### src/hw/rtl/csr_pkg.sv
`timescale 1ns / 1ps
package csr_pkg;

    localparam int NUM_SOURCES    = 4;
    localparam int BUF_BYTES      = 256;
    localparam int MAX_MIDDLE_SEG = 48;
    localparam int NODE_LIMIT     = 3;
    localparam logic [7:0] BAD_CHAIN = 8'hff;

    localparam int LANES        = 8;
    localparam int LANE_SH      = $clog2(LANES);
    localparam int SRC_W        = 2;
    localparam int POS_W        = $clog2(BUF_BYTES + 1);
    localparam int ROWS_PER_SRC = (BUF_BYTES + LANES - 1) / LANES;
    localparam int MEM_ROWS     = NUM_SOURCES * ROWS_PER_SRC;
    localparam int ROW_W        = $clog2(MEM_ROWS);
    localparam int WCNT_W       = $clog2(ROWS_PER_SRC + 1);
    localparam int WIDX_W       = $clog2(ROWS_PER_SRC);

    localparam int Q_DEPTH = 2;
    localparam int QPTR_W  = $clog2(Q_DEPTH);
    localparam int QCNT_W  = $clog2(Q_DEPTH + 1);

    localparam logic [1:0] STATUS_DATA     = 2'd0;
    localparam logic [1:0] STATUS_BUFFERED = 2'd1;
    localparam logic [1:0] STATUS_REJECT   = 2'd2;

    typedef enum logic [1:0] {
        KIND_UNSEG  = 2'd0,
        KIND_FIRST  = 2'd1,
        KIND_MIDDLE = 2'd2,
        KIND_END    = 2'd3
    } seg_kind_t;

    typedef enum logic [1:0] {
        CMD_RESULT,
        CMD_STORE,
        CMD_FLUSH
    } cmd_op_t;

    typedef enum logic {
        BK_IDLE,
        BK_FLUSH
    } back_state_t;

    typedef struct packed {
        logic        extended_flag;
        logic [6:0]  source_node;
        logic [5:0]  dest_node;
        logic [1:0]  segment_kind;
        logic [7:0]  segment_number;
        logic [3:0]  byte_count;
        logic [63:0] frame_data;
    } in_item_t;

    typedef struct packed {
        logic [1:0]  source;
        logic [63:0] payload;
        logic [3:0]  payload_bytes;
        logic [1:0]  status;
        logic        last;
    } out_item_t;

    // One command from the front to the back part.
    typedef struct packed {
        cmd_op_t          op;
        logic [SRC_W-1:0] src;
        logic [POS_W-1:0] pos;
        logic [3:0]       nbytes;
        logic [POS_W-1:0] total;
        logic [63:0]      data;
        out_item_t        res;
    } cmd_t;

    function automatic logic [63:0] byte_mask(input logic [3:0] n);
        logic [63:0] mask;
        for (int l = 0; l < LANES; l++) begin
            mask[8*l +: 8] = (4'(l) < n) ? 8'hff : 8'h00;
        end
        return mask;
    endfunction

endpackage

### src/hw/rtl/csr_queue.sv
`timescale 1ns / 1ps
module csr_queue (
    input  logic          clk,
    input  logic          rst_n,
    input  logic          push,
    input  csr_pkg::cmd_t push_cmd,
    output logic          full,
    input  logic          pop,
    output csr_pkg::cmd_t pop_cmd,
    output logic          not_empty
);
    import csr_pkg::*;

    cmd_t              buf_reg [Q_DEPTH];
    logic [QPTR_W-1:0] wptr_reg;
    logic [QPTR_W-1:0] wptr_next;
    logic [QPTR_W-1:0] rptr_reg;
    logic [QPTR_W-1:0] rptr_next;
    logic [QCNT_W-1:0] count_reg;
    logic [QCNT_W-1:0] count_next;

    assign full      = count_reg == QCNT_W'(Q_DEPTH);
    assign not_empty = count_reg != '0;
    assign pop_cmd   = buf_reg[rptr_reg];

    always_comb
    begin
        wptr_next  = wptr_reg;
        rptr_next  = rptr_reg;
        count_next = count_reg;
        if (push)
        begin
            wptr_next = (wptr_reg == QPTR_W'(Q_DEPTH - 1)) ? '0 : wptr_reg + 1'b1;
        end
        if (pop)
        begin
            rptr_next = (rptr_reg == QPTR_W'(Q_DEPTH - 1)) ? '0 : rptr_reg + 1'b1;
        end
        if (push && !pop)
        begin
            count_next = count_reg + 1'b1;
        end
        else if (pop && !push)
        begin
            count_next = count_reg - 1'b1;
        end
    end

    always_ff @(posedge clk or negedge rst_n)
    begin
        if (!rst_n)
        begin
            wptr_reg  <= '0;
            rptr_reg  <= '0;
            count_reg <= '0;
        end
        else
        begin
            wptr_reg  <= wptr_next;
            rptr_reg  <= rptr_next;
            count_reg <= count_next;
        end
    end

    always_ff @(posedge clk)
    begin
        if (push)
        begin
            buf_reg[wptr_reg] <= push_cmd;
        end
    end

endmodule

### config.mk
export PLATFORM = sky130hd
export DESIGN_NAME = csr_queue
export DESIGN_NICKNAME = d
export VERILOG_FILES = /design/src/hw/rtl/csr_pkg.sv /design/src/hw/rtl/csr_queue.sv
export SDC_FILE = /design/constraint.sdc
export NUM_CORES = 1
export LEC_CHECK = 0
export BUFFER_PORTS_ARGS = -buffer_cell sky130_fd_sc_hd__buf_2
export CAP_MARGIN = 20
export CORE_MARGIN = 5
export CORE_UTILIZATION = 38
export DETAILED_ROUTE_END_ITERATION = 12
export GPL_TIMING_DRIVEN = 0
export PLACE_DENSITY = 0.7
export SLEW_MARGIN = 20
export SYNTH_ARGS = -nofsm -noshare
export SYNTH_HDL_FRONTEND = slang
export SYNTH_SLANG_ARGS = --single-unit
### constraint.sdc
create_clock -name clk -period 23.2 [get_ports clk]
set_clock_uncertainty 0.2 [all_clocks]
set_input_delay 2.32 -clock clk [delete_from_list [all_inputs] [get_ports clk]]
set_output_delay 2.32 -clock clk [all_outputs]
set_load 0.02 [all_outputs]
==> impl_results.md <==
* Status: finished clean
* Dpl hpwl at 17600 um
* Worst EP required at 20.68 ns
* Via/cell ratio at 4.66
* Pre-antenna DRT Iters at 4
* Post-cts hold buffer count at 0
* Iter 0 DRT Violations at 270
* I/O pin cnt at 332
* Cell count after placement at 1267
* Total grt overflow at 0
* Most frequent cells in the layout: buf_2, edfxtp_1, mux2_2
* Filler instances at 2643
* Final setup TNS at 0 ns
* Crit end category: output port
* Vias in the first global route at 6826
* Most common cell after layout, fill and taps aside: buf_2
* Port-buffer cells at 331
* CTS clock-pin slew for the worst setup and hold paths at 0.06 ns
* CTS tree: yes
* DIE AREA at 35400 um^2
* Largest register FFs at 326
* CTS H-tree lvls at 2
* Area Growth Syn to Fin at 29.8%
* Core Region at 31400 um^2
* Crit-path max FO at 10
* Gr usage total at 0.138
* Hold crit path type: flip-flop to flip-flop
* Pleak at 5.90 nW
* Share of cells above drive strength 1 at 0.622
* CTS sink cnt at 330
* Gpl congestion at 0.709
* Number of max-cap violations at 0
* Distinct cells, synth at 13
* #FFs+latches synth at 330
* Area leader, netlist: edfxtp_1
* Critical path arrival at 1.81 ns
* Synth Cell Area at 12000 um^2
* Unrepaired setup endpoints after global routing: false
* Fmax at 231 MHz
* Final min period at 4.33 ns
* CTS max path bufs at 3
* Total CTS buffers at 34
* Residual DRC count at 0
* Power density over cell area at 130 nW/um^2
* Final slew viol count at 0
* Rows at 65
* Syn_nets at 691
* Initial Utilization at 0.384
* Seq/Total Area, Yosys at 0.821
* Clock Latency Late Sink at 0.49 ns
* Antenna violations before repair at 6
* VDD IR-drop max at 0.0807 mV
* Area occupied by multi-input gates at 1930 um^2
* DIE HEIGHT at 188 um
* Top cell type's share of synthesized area at 0.813
* First-pass GRT wire length at 38300 um
* Reg area at 9890 um^2
* Top post-synthesis cells by area: edfxtp_1, mux2_2, clkbuf_8
* Nets at 1069
* CP Class: flip-flop to output port
* Number of antenna-violating nets in the routed design at 0
* Syn. warnings at 0
* Final Non-Filler Cells at 1331
* Post-CTS sizing at 0
* Final worst-path cycle share at 0.187
* Clock root cell: clkbuf_16
* Post-Route WL at 24900 um
* Setup-failing EPs final at 0
* Total chip power at 2.03 mW
* Die X at 188 um
* Worst-Margin Slew at 0.486 ns
* Fin. Hold Viols at 0
* Startpoint Class: flip-flop
* Via Count at 6207
* Synthesized area per cell at 23.0 um^2
* Cell count after synthesis at 523
* Postcts setup bufs at 0
* Max_slew headroom at 0.676
* Routed wire per std cell at 18.7 um
* Largest net degree at the start of global routing at 51
## metrics by stage
stage                     worst slack, ns   util  cell area, um^2  hold WS, ns
after CTS                           18.79  0.498            15600        0.305
after global placement               8.30  0.453            14200        0.265
after detailed placement            19.06  0.462            14500        0.296
after floorplan                     12.93      -            12000        0.247
after global routing                18.75  0.498            15600        0.311
final                               18.87  0.498            15600        0.297
## path summary, 6_finish.rpt
kind                              startpoint               to  slack, ns  cells past startpoint
max in group asynchronous              rst_n         wptr_reg      21.27                      1
worst min register to register  count_reg[1]     count_reg[1]       0.30                      1
worst min-delay path            count_reg[1]     count_reg[1]       0.30                      1
worst max-delay path                rptr_reg      pop_cmd[57]      18.87                      4
min in group asynchronous              rst_n         rptr_reg       1.42                      1
worst max register to register      wptr_reg  buf_reg[1][161]      21.14                      3
## layer usage
layer  wire (um)  track usage  vias to the layer above
li1            -            -                     2852
met1        9140        0.157                     3043
met2       12900        0.243                      239
met3        2010       0.0450                       65
met4         850       0.0505                        8
met5          45            0                        -
## layout make-up
| class | instances | share of cell area |
|---|---|---|
| sequential | 330 | 0.633 |
| inverter | 1 | 0.000240 |
| multi-input combinational | 174 | 0.123 |
| clock buffer | 44 | 0.0609 |
| tap | 402 | 0.0322 |
| antenna | 3 | 0.000480 |
| clock inverter | 17 | 0.0118 |
| buffer | 18 | 0.0149 |
| timing repair buffer | 342 | 0.123 |
## cells by family after synthesis
| group | count (synthesis) | share of synthesized area |
|---|---|---|
| xor+xnor | 5 | 0.00364 |
| mux | 163 | 0.152 |
| simple gates | 5 | 0.00239 |
| buf+inv | 19 | 0.0196 |
| flops | 330 | 0.821 |
| fa+ha+maj | 1 | 0.00104 |
## report_power, final
group          internal (mW)  switching (mW)  total (mW)  leakage, nW
Clock                  0.334           0.212       0.546        0.562
Combinational          0.280           0.392       0.672         2.24
Sequential             0.789          0.0234       0.812         3.11
Total                   1.40           0.627        2.03         5.90
## worst max-delay path, stage by stage, from the launching register on
cell	delay, ns
dfrtp_1	0.37
buf_6	0.21
clkbuf_8	0.21
mux2_2	0.35
buf_2	0.16
## synth_stat cells (all sizes together)
| library cell | n |
|---|---|
| and2 | 1 |
| buf | 6 |
| clkbuf | 12 |
| dfrtp | 4 |
| edfxtp | 326 |
| ha | 1 |
| inv | 1 |
| mux2 | 163 |
| nor2 | 1 |
| nor2b | 2 |
| or2 | 1 |
| xnor2 | 1 |
| xor2 | 4 |
Note: power is estimated with default switching activity, not from simulation.
