**src/hw/rtl/csr_pkg.sv**
```systemverilog
`timescale 1ns / 1ps
package csr_pkg;

    localparam int NUM_SOURCES    = 4;
    localparam int BUF_BYTES      = 256;
    localparam int MAX_MIDDLE_SEG = 48;
    localparam int NODE_LIMIT     = 3;
    localparam logic [7:0] BAD_CHAIN = 8'hff;

    localparam int LANES        = 8;
    localparam int LANE_SH      = $clog2(LANES);
    localparam int SRC_W        = 2;
    localparam int POS_W        = $clog2(BUF_BYTES + 1);
    localparam int ROWS_PER_SRC = (BUF_BYTES + LANES - 1) / LANES;
    localparam int MEM_ROWS     = NUM_SOURCES * ROWS_PER_SRC;
    localparam int ROW_W        = $clog2(MEM_ROWS);
    localparam int WCNT_W       = $clog2(ROWS_PER_SRC + 1);
    localparam int WIDX_W       = $clog2(ROWS_PER_SRC);

    localparam int Q_DEPTH = 2;
    localparam int QPTR_W  = $clog2(Q_DEPTH);
    localparam int QCNT_W  = $clog2(Q_DEPTH + 1);

    localparam logic [1:0] STATUS_DATA     = 2'd0;
    localparam logic [1:0] STATUS_BUFFERED = 2'd1;
    localparam logic [1:0] STATUS_REJECT   = 2'd2;

    typedef enum logic [1:0] {
        KIND_UNSEG  = 2'd0,
        KIND_FIRST  = 2'd1,
        KIND_MIDDLE = 2'd2,
        KIND_END    = 2'd3
    } seg_kind_t;

    typedef enum logic [1:0] {
        CMD_RESULT,
        CMD_STORE,
        CMD_FLUSH
    } cmd_op_t;

    typedef enum logic {
        BK_IDLE,
        BK_FLUSH
    } back_state_t;

    typedef struct packed {
        logic        extended_flag;
        logic [6:0]  source_node;
        logic [5:0]  dest_node;
        logic [1:0]  segment_kind;
        logic [7:0]  segment_number;
        logic [3:0]  byte_count;
        logic [63:0] frame_data;
    } in_item_t;

    typedef struct packed {
        logic [1:0]  source;
        logic [63:0] payload;
        logic [3:0]  payload_bytes;
        logic [1:0]  status;
        logic        last;
    } out_item_t;

    // One command from the front to the back part.
    typedef struct packed {
        cmd_op_t          op;
        logic [SRC_W-1:0] src;
        logic [POS_W-1:0] pos;
        logic [3:0]       nbytes;
        logic [POS_W-1:0] total;
        logic [63:0]      data;
        out_item_t        res;
    } cmd_t;

    function automatic logic [63:0] byte_mask(input logic [3:0] n);
        logic [63:0] mask;
        for (int l = 0; l < LANES; l++) begin
            mask[8*l +: 8] = (4'(l) < n) ? 8'hff : 8'h00;
        end
        return mask;
    endfunction

endpackage

```
**src/hw/rtl/csr_front.sv**
```systemverilog
`timescale 1ns / 1ps
module csr_front (
    input  logic              clk,
    input  logic              rst_n,
    input  logic              frame_valid,
    output logic              frame_stall,
    input  csr_pkg::in_item_t frame,
    output logic              push,
    output csr_pkg::cmd_t     push_cmd,
    input  logic              q_full
);
    import csr_pkg::*;

    logic [POS_W-1:0] stored_reg [NUM_SOURCES];
    logic [POS_W-1:0] stored_next [NUM_SOURCES];
    logic [7:0]       prev_reg [NUM_SOURCES];
    logic [7:0]       prev_next [NUM_SOURCES];

    logic             accept;
    logic             src_ok;
    logic             dst_ok;
    logic             len_ok;
    logic             base_ok;
    logic             mid_ok;
    logic [SRC_W-1:0] src;
    logic [POS_W-1:0] cur_stored;
    logic [7:0]       cur_prev;
    logic [7:0]       exp_seg;
    logic [POS_W:0]   fill_plus8;
    logic [POS_W:0]   fill_plus_len;

    assign frame_stall = q_full;
    assign accept      = frame_valid && !q_full;
    assign push        = accept;

    assign src_ok  = (frame.source_node <= 7'(NODE_LIMIT)) &&
                     (frame.source_node < 7'(NUM_SOURCES));
    assign dst_ok  = frame.dest_node <= 6'(NODE_LIMIT);
    assign len_ok  = (frame.byte_count != 4'd0) && (frame.byte_count <= 4'(LANES));
    assign base_ok = frame.extended_flag && src_ok && dst_ok && len_ok;
    assign src     = src_ok ? frame.source_node[SRC_W-1:0] : '0;

    assign cur_stored    = stored_reg[src];
    assign cur_prev      = prev_reg[src];
    assign exp_seg       = cur_prev + 8'd1;
    assign fill_plus8    = {1'b0, cur_stored} + (POS_W+1)'(LANES);
    assign fill_plus_len = {1'b0, cur_stored} + (POS_W+1)'(frame.byte_count);

    assign mid_ok = (exp_seg == frame.segment_number) &&
                    (frame.byte_count == 4'(LANES)) &&
                    (frame.segment_number >= 8'd1) &&
                    (frame.segment_number <= 8'(MAX_MIDDLE_SEG));

    always_comb
    begin
        stored_next = stored_reg;
        prev_next   = prev_reg;

        push_cmd.op                = CMD_RESULT;
        push_cmd.src               = src;
        push_cmd.pos               = cur_stored;
        push_cmd.nbytes            = frame.byte_count;
        push_cmd.total             = fill_plus_len[POS_W-1:0];
        push_cmd.data              = frame.frame_data;
        push_cmd.res.source        = src;
        push_cmd.res.payload       = '0;
        push_cmd.res.payload_bytes = '0;
        push_cmd.res.status        = STATUS_REJECT;
        push_cmd.res.last          = 1'b1;

        if (base_ok)
        begin
            unique case (seg_kind_t'(frame.segment_kind))
                KIND_UNSEG:
                begin
                    push_cmd.res.status        = STATUS_DATA;
                    push_cmd.res.payload       = frame.frame_data &
                                                 byte_mask(frame.byte_count);
                    push_cmd.res.payload_bytes = frame.byte_count;
                end
                KIND_FIRST:
                begin
                    if ((frame.segment_number == 8'd0) &&
                        (frame.byte_count == 4'(LANES)))
                    begin
                        push_cmd.op         = CMD_STORE;
                        push_cmd.pos        = '0;
                        push_cmd.res.status = STATUS_BUFFERED;
                        if (accept)
                        begin
                            stored_next[src] = POS_W'(LANES);
                            prev_next[src]   = 8'd0;
                        end
                    end
                end
                KIND_MIDDLE:
                begin
                    // A broken sequence poisons the chain until the next first segment.
                    if (!mid_ok)
                    begin
                        if (accept)
                        begin
                            prev_next[src] = BAD_CHAIN;
                        end
                    end
                    else if (fill_plus8 <= (POS_W+1)'(BUF_BYTES))
                    begin
                        push_cmd.op         = CMD_STORE;
                        push_cmd.res.status = STATUS_BUFFERED;
                        if (accept)
                        begin
                            stored_next[src] = fill_plus8[POS_W-1:0];
                            prev_next[src]   = frame.segment_number;
                        end
                    end
                end
                KIND_END:
                begin
                    if ((frame.segment_number == 8'd0) && (cur_prev != BAD_CHAIN) &&
                        (fill_plus_len <= (POS_W+1)'(BUF_BYTES)))
                    begin
                        push_cmd.op = CMD_FLUSH;
                        if (accept)
                        begin
                            stored_next[src] = fill_plus_len[POS_W-1:0];
                        end
                    end
                end
            endcase
        end
    end

    always_ff @(posedge clk or negedge rst_n)
    begin
        if (!rst_n)
        begin
            for (int s = 0; s < NUM_SOURCES; s++)
            begin
                stored_reg[s] <= '0;
                prev_reg[s]   <= '0;
            end
        end
        else
        begin
            stored_reg <= stored_next;
            prev_reg   <= prev_next;
        end
    end

endmodule

```
**config.mk**
```make
export PLATFORM = sky130hd
export DESIGN_NAME = csr_front
export DESIGN_NICKNAME = d
export VERILOG_FILES = /design/src/hw/rtl/csr_pkg.sv /design/src/hw/rtl/csr_front.sv
export SDC_FILE = /design/constraint.sdc
export NUM_CORES = 1
export LEC_CHECK = 0
export BUFFER_PORTS_ARGS = -buffer_cell sky130_fd_sc_hd__buf_2
export CORE_UTILIZATION = 41
export DETAILED_ROUTE_END_ITERATION = 16
export HOLD_SLACK_MARGIN = 0.08
export PLACE_DENSITY = 0.71
export SLEW_MARGIN = 20
export SYNTH_ARGS = -nofsm -noshare
export SYNTH_HDL_FRONTEND = slang
export SYNTH_SLANG_ARGS = --single-unit
```
**constraint.sdc**
```tcl
create_clock -name clk -period 8.2 [get_ports clk]
set_clock_uncertainty 0.05 [all_clocks]
set_input_delay 1.23 -clock clk [delete_from_list [all_inputs] [get_ports clk]]
set_output_delay 1.23 -clock clk [all_outputs]
set_load 0.03 [all_outputs]
```
==> results of run 1 <==
==> Yosys cell counts (all sizes together) (13+ instances only) <==
| library cell | number |
|---|---|
| dfrtp | 68 |
| a21oi | 16 |
| nand3 | 23 |
| clkbuf | 14 |
| nand2 | 46 |
| mux2i | 18 |
| and2 | 64 |
| o221a | 13 |
| inv | 34 |
| nor2 | 63 |
| buf | 83 |
| mux2 | 32 |
| nor3 | 19 |
==> worst max path at each step <==
stage | start | end | slack [ns] | cells past startpoint
after floorplan | frame[88] | push_cmd[162] | 2.07 | 14
final | frame[88] | push_cmd[1] | 1.02 | 14
after global routing | frame[88] | push_cmd[1] | 0.75 | 14
after global placement | frame[88] | push_cmd[162] | 1.13 | 17
after detailed placement | frame[88] | push_cmd[162] | 1.11 | 17
after CTS | frame[88] | push_cmd[162] | 1.12 | 17
==> cells by family (layout without fill, tap and decap cells) <==
family / after synthesis / after routing
other cells: 1 / 1
simple gates: 267 / 267
mux: 50 / 50
fa+ha+maj: 7 / 7
compound gates: 121 / 121
buf+inv: 131 / 315
flops: 68 / 68
xor+xnor: 19 / 19
==> report_power, final <==
group	internal [mW]	switching, mW
Clock	0.274	0.147
Combinational	0.0489	0.120
Sequential	0.336	0.0000374
==> cell type report <==
cell class              instances  area, um2  share of cell area [%]
multi-input cells             465       3220                    46.4
flip-flops and latches         68       1700                    24.5
repair buffers                265       1350                    19.4
clock buffers                  10        239                    3.44
well taps                     176        220                    3.17
inverters                      34        128                    1.84
clock inverters                 6       87.6                    1.26
==> metrics by stage <==
stage / power [mW] / cell area, um2 / hold slack, ns
after floorplan: 0.457 / 5690 / 0.407
after global placement: 0.509 / 6610 / 0.430
after detailed placement: 0.509 / 6610 / 0.432
after CTS: 0.928 / 6930 / 0.447
after global routing: 0.952 / 6940 / 0.468
final: 0.925 / 6940 / 0.452
==> metal layers <==
| metal | track usage [%] | part of all wire (%) |
|---|---|---|
| met1 | 37.9 | 42 |
| met2 | 44.3 | 45 |
| met3 | 6.23 | 7.6 |
| met4 | 15.2 | 5.0 |
| met5 | 0 | 0 |
==> flow_summary.toml, run 1 <==
[grt]
grt_pass1_vias = 5364
antenna_found_initial = 0
grt_pass1_wl_um = 30900
grt_overflow = 0
grt_usage_pct = 28.8
grt_max_degree = 69

[power]
ir_drop_uv = 93.3
leakage_nw = 3.62
power_density_nw_per_um2 = 133

[sta]
fin_setup_tns_ns = 0
fin_crit_sh_pct = 87.6
slew_headroom_pct = 29.5
fin_crit_ns = 7.18
hold_viol_final = 0
worst_pin_slew_ns = 1.05
slew_viol_final = 0
fmax_mhz = 139
rsz0062_at_grt = "no"
layout_setup_ws_ns = 1.02
setup_viol = 0

[placement]
dpl_worst_slack_ns = 1.11
port_buffers = 257
gp_congestion = 0.928
dp_hpwl_um = 16600
place_inst = 1008

[setup_path]
cp_top_family = "simple AND/OR/NAND/NOR gates"
crit_type = "in2out"
cp_cell_sequence = "buf_2 -> or3_1 -> nor2_2 -> buf_4 -> o221ai_1 -> inv_1 -> ha_1 -> xor2_1 -> nand3b_1 -> a2111oi_0 -> o22a_1 -> or4b_1 -> a21oi_1 -> buf_2"
r2r-end = "stored_reg[31]$_DFFE_PN0P_"
crit_arrival_ns = 5.90
cp.required_ns = 6.92
critPathLaunchType = "primary input"
slowest_stage = "or4b_1"
end_kind = "output pin"
ff2ff_path_depth = 14
crit_fanout = 11
cp_num_buf_inv = 4
timing.rr.start = "stored_reg[10]$_DFFE_PN0P_"
rrSetupSlack_ns = 3.16
cp_common_cell = "buf_2"
cp_slowest_stage_delay_ns = 0.71

[logic_synthesis]
synth_top_family_by_area = "simple AND/OR/NAND/NOR gates"
synth_mux_area_share_pct = 9.50
synth_compound_area_share_pct = 17.4
ys_types = 73
synth_area_leaders = "dfrtp_1, buf_4, and2_1, mux2_2, nor2_1"
synth_edf_count = 0
synth_top_cell_by_area = "dfrtp_1"
seq_area_frac_synth_pct = 29.9
synth_flop_cell = "dfrtp_1"
synthSimpleGateAreaFrac_pct = 24.8
synth_seq_cells = 68
synth-warning-count = 0
syn_nets = 767
synth_top_area_share_pct = 29.9
synth_adder_area_share_pct = 1.67
syn_area_um2 = 5690
syn_area_per_cell_um2 = 8.56
synth_xor_area_share_pct = 2.93
synthCells = 664
synth-async-reset-ratio_pct = 100

[cts]
clkTransAtPathRegs_ns = 0.05
post-cts-setup-buffers = 0
clkSinkCount = 68
post_cts_hold_buffer_count = 0
cts_resized = 0
cts_tree = "done"
clk_path_buf_depth = 2
clkLatencyLatePin_ns = 0.34
cts-root-buf = "clkbuf_16"
cts_buffers = 9
ctsHtreeMaxLevel = 3

[floorplanning]
core_um2 = 13400
dieArea_um2 = 14300
die_h_um = 120
initial_core_util_pct = 42.4
ios = 261
num_rows = 42
die-width_um = 120

[route]
ant_nets = 0
wire_per_inst_um = 20.4
dr_total_vias = 5773
drtIter0Drc = 434
drt_wl_total_um = 20900
post-route-drc-count = 0
first_pass_iters = 6
vias_per_cell = 5.64

[cells_and_area]
finalNonFillerCells = 1024
layout-drive-gt1-share_pct = 40.6
n_antenna_cell = 0
area_growth_pct = 22.0
final_common_cell = "buf_2"
final_core_util_pct = 51.8
nFillCells = 1305
final_cell_mix = "buf_2, dfrtp_1, and2_1, nor2_1, nand2_1"
nNetsFinal = 946
largest_reg_flops = 36

[job]
max_cap_violations = 0

[worst_hold_path]
holdCritPathClass = "reg2reg"
hp-start = "stored_reg[19]$_DFFE_PN0P_"
whs_path_depth = 1
min_to = "stored_reg[19]$_DFFE_PN0P_"

[run_status]
outcome = "complete, no violations"
Power figures use the tool's default switching activity.
==> inputs of run 2 (changes only) <==
--- a/config.mk
+++ b/config.mk
@@ -5,11 +5,12 @@
 export SDC_FILE = /design/constraint.sdc
 export NUM_CORES = 1
 export LEC_CHECK = 0
+export ABC_AREA = 1
 export BUFFER_PORTS_ARGS = -buffer_cell sky130_fd_sc_hd__buf_2
 export CORE_UTILIZATION = 41
 export DETAILED_ROUTE_END_ITERATION = 16
 export HOLD_SLACK_MARGIN = 0.08
-export PLACE_DENSITY = 0.71
+export PLACE_DENSITY = 0.67
 export SLEW_MARGIN = 20
 export SYNTH_ARGS = -nofsm -noshare
 export SYNTH_HDL_FRONTEND = slang
==> flow_summary.toml, run 2 <==
[run_status]
outcome = "complete, no violations"

[worst_hold_path]
whs_path_depth = 2
holdCritPathClass = "reg2reg"
hp-start = "prev_reg[18]$_DFFE_PN0P_"

[sta]
layout_setup_ws_ns = 1.70
fin_crit_ns = 6.50
slew_headroom_pct = 30.1
worst_pin_slew_ns = 1.04
setup_viol = 0
rsz0062_at_grt = "no"
hold_viol_final = 0
slew_viol_final = 0
fmax_mhz = 154
fin_setup_tns_ns = 0
fin_crit_sh_pct = 79.3

[grt]
grt_pass1_vias = 8279
grt_max_degree = 69
antenna_found_initial = 3
grt_pass1_wl_um = 50300
grt_usage_pct = 33.7
grt_overflow = 0

[setup_path]
critPathLaunchType = "primary input"
ff2ff_path_depth = 18
cp_cell_sequence = "buf_2 -> nor2_4 -> nand4_4 -> buf_4 -> nand2_2 -> buf_4 -> inv_1 -> nand2_1 -> nand4_1 -> inv_1 -> ha_1 -> inv_1 -> fa_1 -> nand3b_1 -> and2_1 -> nor2_1 -> nand2_1 -> xor2_2 -> inv_1 -> o21ai_1 -> nand2_1 -> nor3_1 -> buf_2"
end_kind = "output pin"
cp.required_ns = 6.92
slowest_stage = "fa_1"
cp_slowest_stage_delay_ns = 0.40
timing.rr.start = "stored_reg[1]$_DFFE_PN0P_"
cp_common_cell = "inv_1"
rrSetupSlack_ns = 3.79
crit_type = "in2out"
crit_fanout = 32
crit_arrival_ns = 5.22
setup.worst_path.start = "frame[89]"

[logic_synthesis]
seq_area_frac_synth_pct = 21.6
synthSimpleGateAreaFrac_pct = 48.5
synth_top_family_by_area = "simple AND/OR/NAND/NOR gates"
synth_xor_area_share_pct = 0.875
synth-warning-count = 0
ys_types = 46
syn_area_per_cell_um2 = 5.95
yosys-top-cells-count = "nand2_1, inv_1, nand3_1"
yosysMostFrequentCell = "nand2_1"
synth_top_cell_by_area = "dfrtp_1"
synth_adder_area_share_pct = 1.21
synth-async-reset-ratio_pct = 100
synth_top_area_share_pct = 21.6
synth_edf_count = 0
syn_area_um2 = 7870
synth_compound_area_share_pct = 9.53
syn_nets = 1424
synth_seq_cells = 68
synth_area_leaders = "dfrtp_1, nand2_1, nand3_1, buf_4, inv_1"
synth_flop_cell = "dfrtp_1"
synthCells = 1321
synth_mux_area_share_pct = 0

[route]
vias_per_cell = 5.60
drt_wl_total_um = 33600
dr_total_vias = 9578
drtIter0Drc = 1316
first_pass_iters = 7
post-route-drc-count = 0
ant_nets = 0
wire_per_inst_um = 19.7

[cts]
post-cts-setup-buffers = 0
clkLatencyLatePin_ns = 0.35
cts_resized = 0
ctsHtreeMaxLevel = 3
cts_buffers = 9
clk_path_buf_depth = 2
clkTransAtPathRegs_ns = 0.06
cts_tree = "done"
cts-root-buf = "clkbuf_16"
post_cts_hold_buffer_count = 0
clkSinkCount = 68

[floorplanning]
initial_core_util_pct = 41.9
ios = 261
die_h_um = 141
core_um2 = 18800
num_rows = 50
dieArea_um2 = 19700
die-width_um = 141

[placement]
port_buffers = 257
dpl_worst_slack_ns = 1.79
dp_hpwl_um = 24600
place_area_um2 = 8730
gp_congestion = 1.00

[power]
power.total_uw = 953
power_density_nw_per_um2 = 106
leakage_nw = 5.09
ir_drop_uv = 98.4

[cells_and_area]
nFillCells = 1966
layout-drive-gt1-share_pct = 22.8
final_cell_mix = "nand2_1, buf_2, inv_1, nand3_1, o21ai_0"
multiInputGateArea_um2 = 4740
regArea_um2 = 1700
final_cell_area_um2 = 9030
nNetsFinal = 1572
final_core_util_pct = 48.1
final_common_cell = "nand2_1"
area_growth_pct = 14.8
largest_reg_flops = 36

[job]
max_cap_violations = 0
run 2: final cells by class:
class	instances	share of cell area (%)
Timing Repair Buffer	272	15.5
Inverter	159	6.61
Sequential cell	68	18.8
Clock buffer	12	2.84
Antenna cell	4	0.111
Clock inverter	2	0.388
Tap cell	234	3.24
Multi-Input combinational cell	959	52.5
run 2: cells by family after synthesis:
group                    count (synthesis)
AO/OA/AOI/OAI                          128
XOR/XNOR                                 7
adder cells (fa/ha/maj)                  7
buffers and inverters                  294
flip-flops                              68
other                                    1
AND/OR/NAND/NOR                        816
run 2: path summary, 6_finish.rpt:
path,endpoint
worst max-delay path,push_cmd[162]
worst min-delay path,prev_reg[18]$_DFFE_PN0P_
worst max register to register,stored_reg[11]$_DFFE_PN0P_
worst min register to register,prev_reg[18]$_DFFE_PN0P_
max in group asynchronous,stored_reg[2]$_DFFE_PN0P_
min in group asynchronous,prev_reg[2]$_DFFE_PN0P_
run 2: per-layer routing:
layer / track usage, % / vias up / wire (um)
met1: 46.5 / 4435 / 14200
met5: 0 / - / 0
li1: - / 4502 / -
met3: 5.44 / 78 / 3340
met2: 52.7 / 563 / 14900
met4: 13.0 / 0 / 1180
run 2: worst max-delay path: cells and delay by family:
kind	cells	cell delay, ns
fa+ha+maj	2	0.56
simple gates	11	1.64
compound gates	1	0.21
buf+inv	8	1.30
xor+xnor	1	0.24
run 2: power breakdown:
part	total, mW	internal (mW)	leakage, nW	switching, mW
combinational	0.208	0.0532	4.00	0.155
sequential	0.336	0.336	0.951	0.0000355
clock	0.410	0.249	0.145	0.161
total	0.953	0.638	5.09	0.316
run 2: through the flow:
step	hold slack, ns	instances
after detailed placement	0.414	1692
after global placement	0.403	1692
final	0.426	1710
after global routing	0.447	1709
after CTS	0.427	1706
after floorplan	0.392	1321
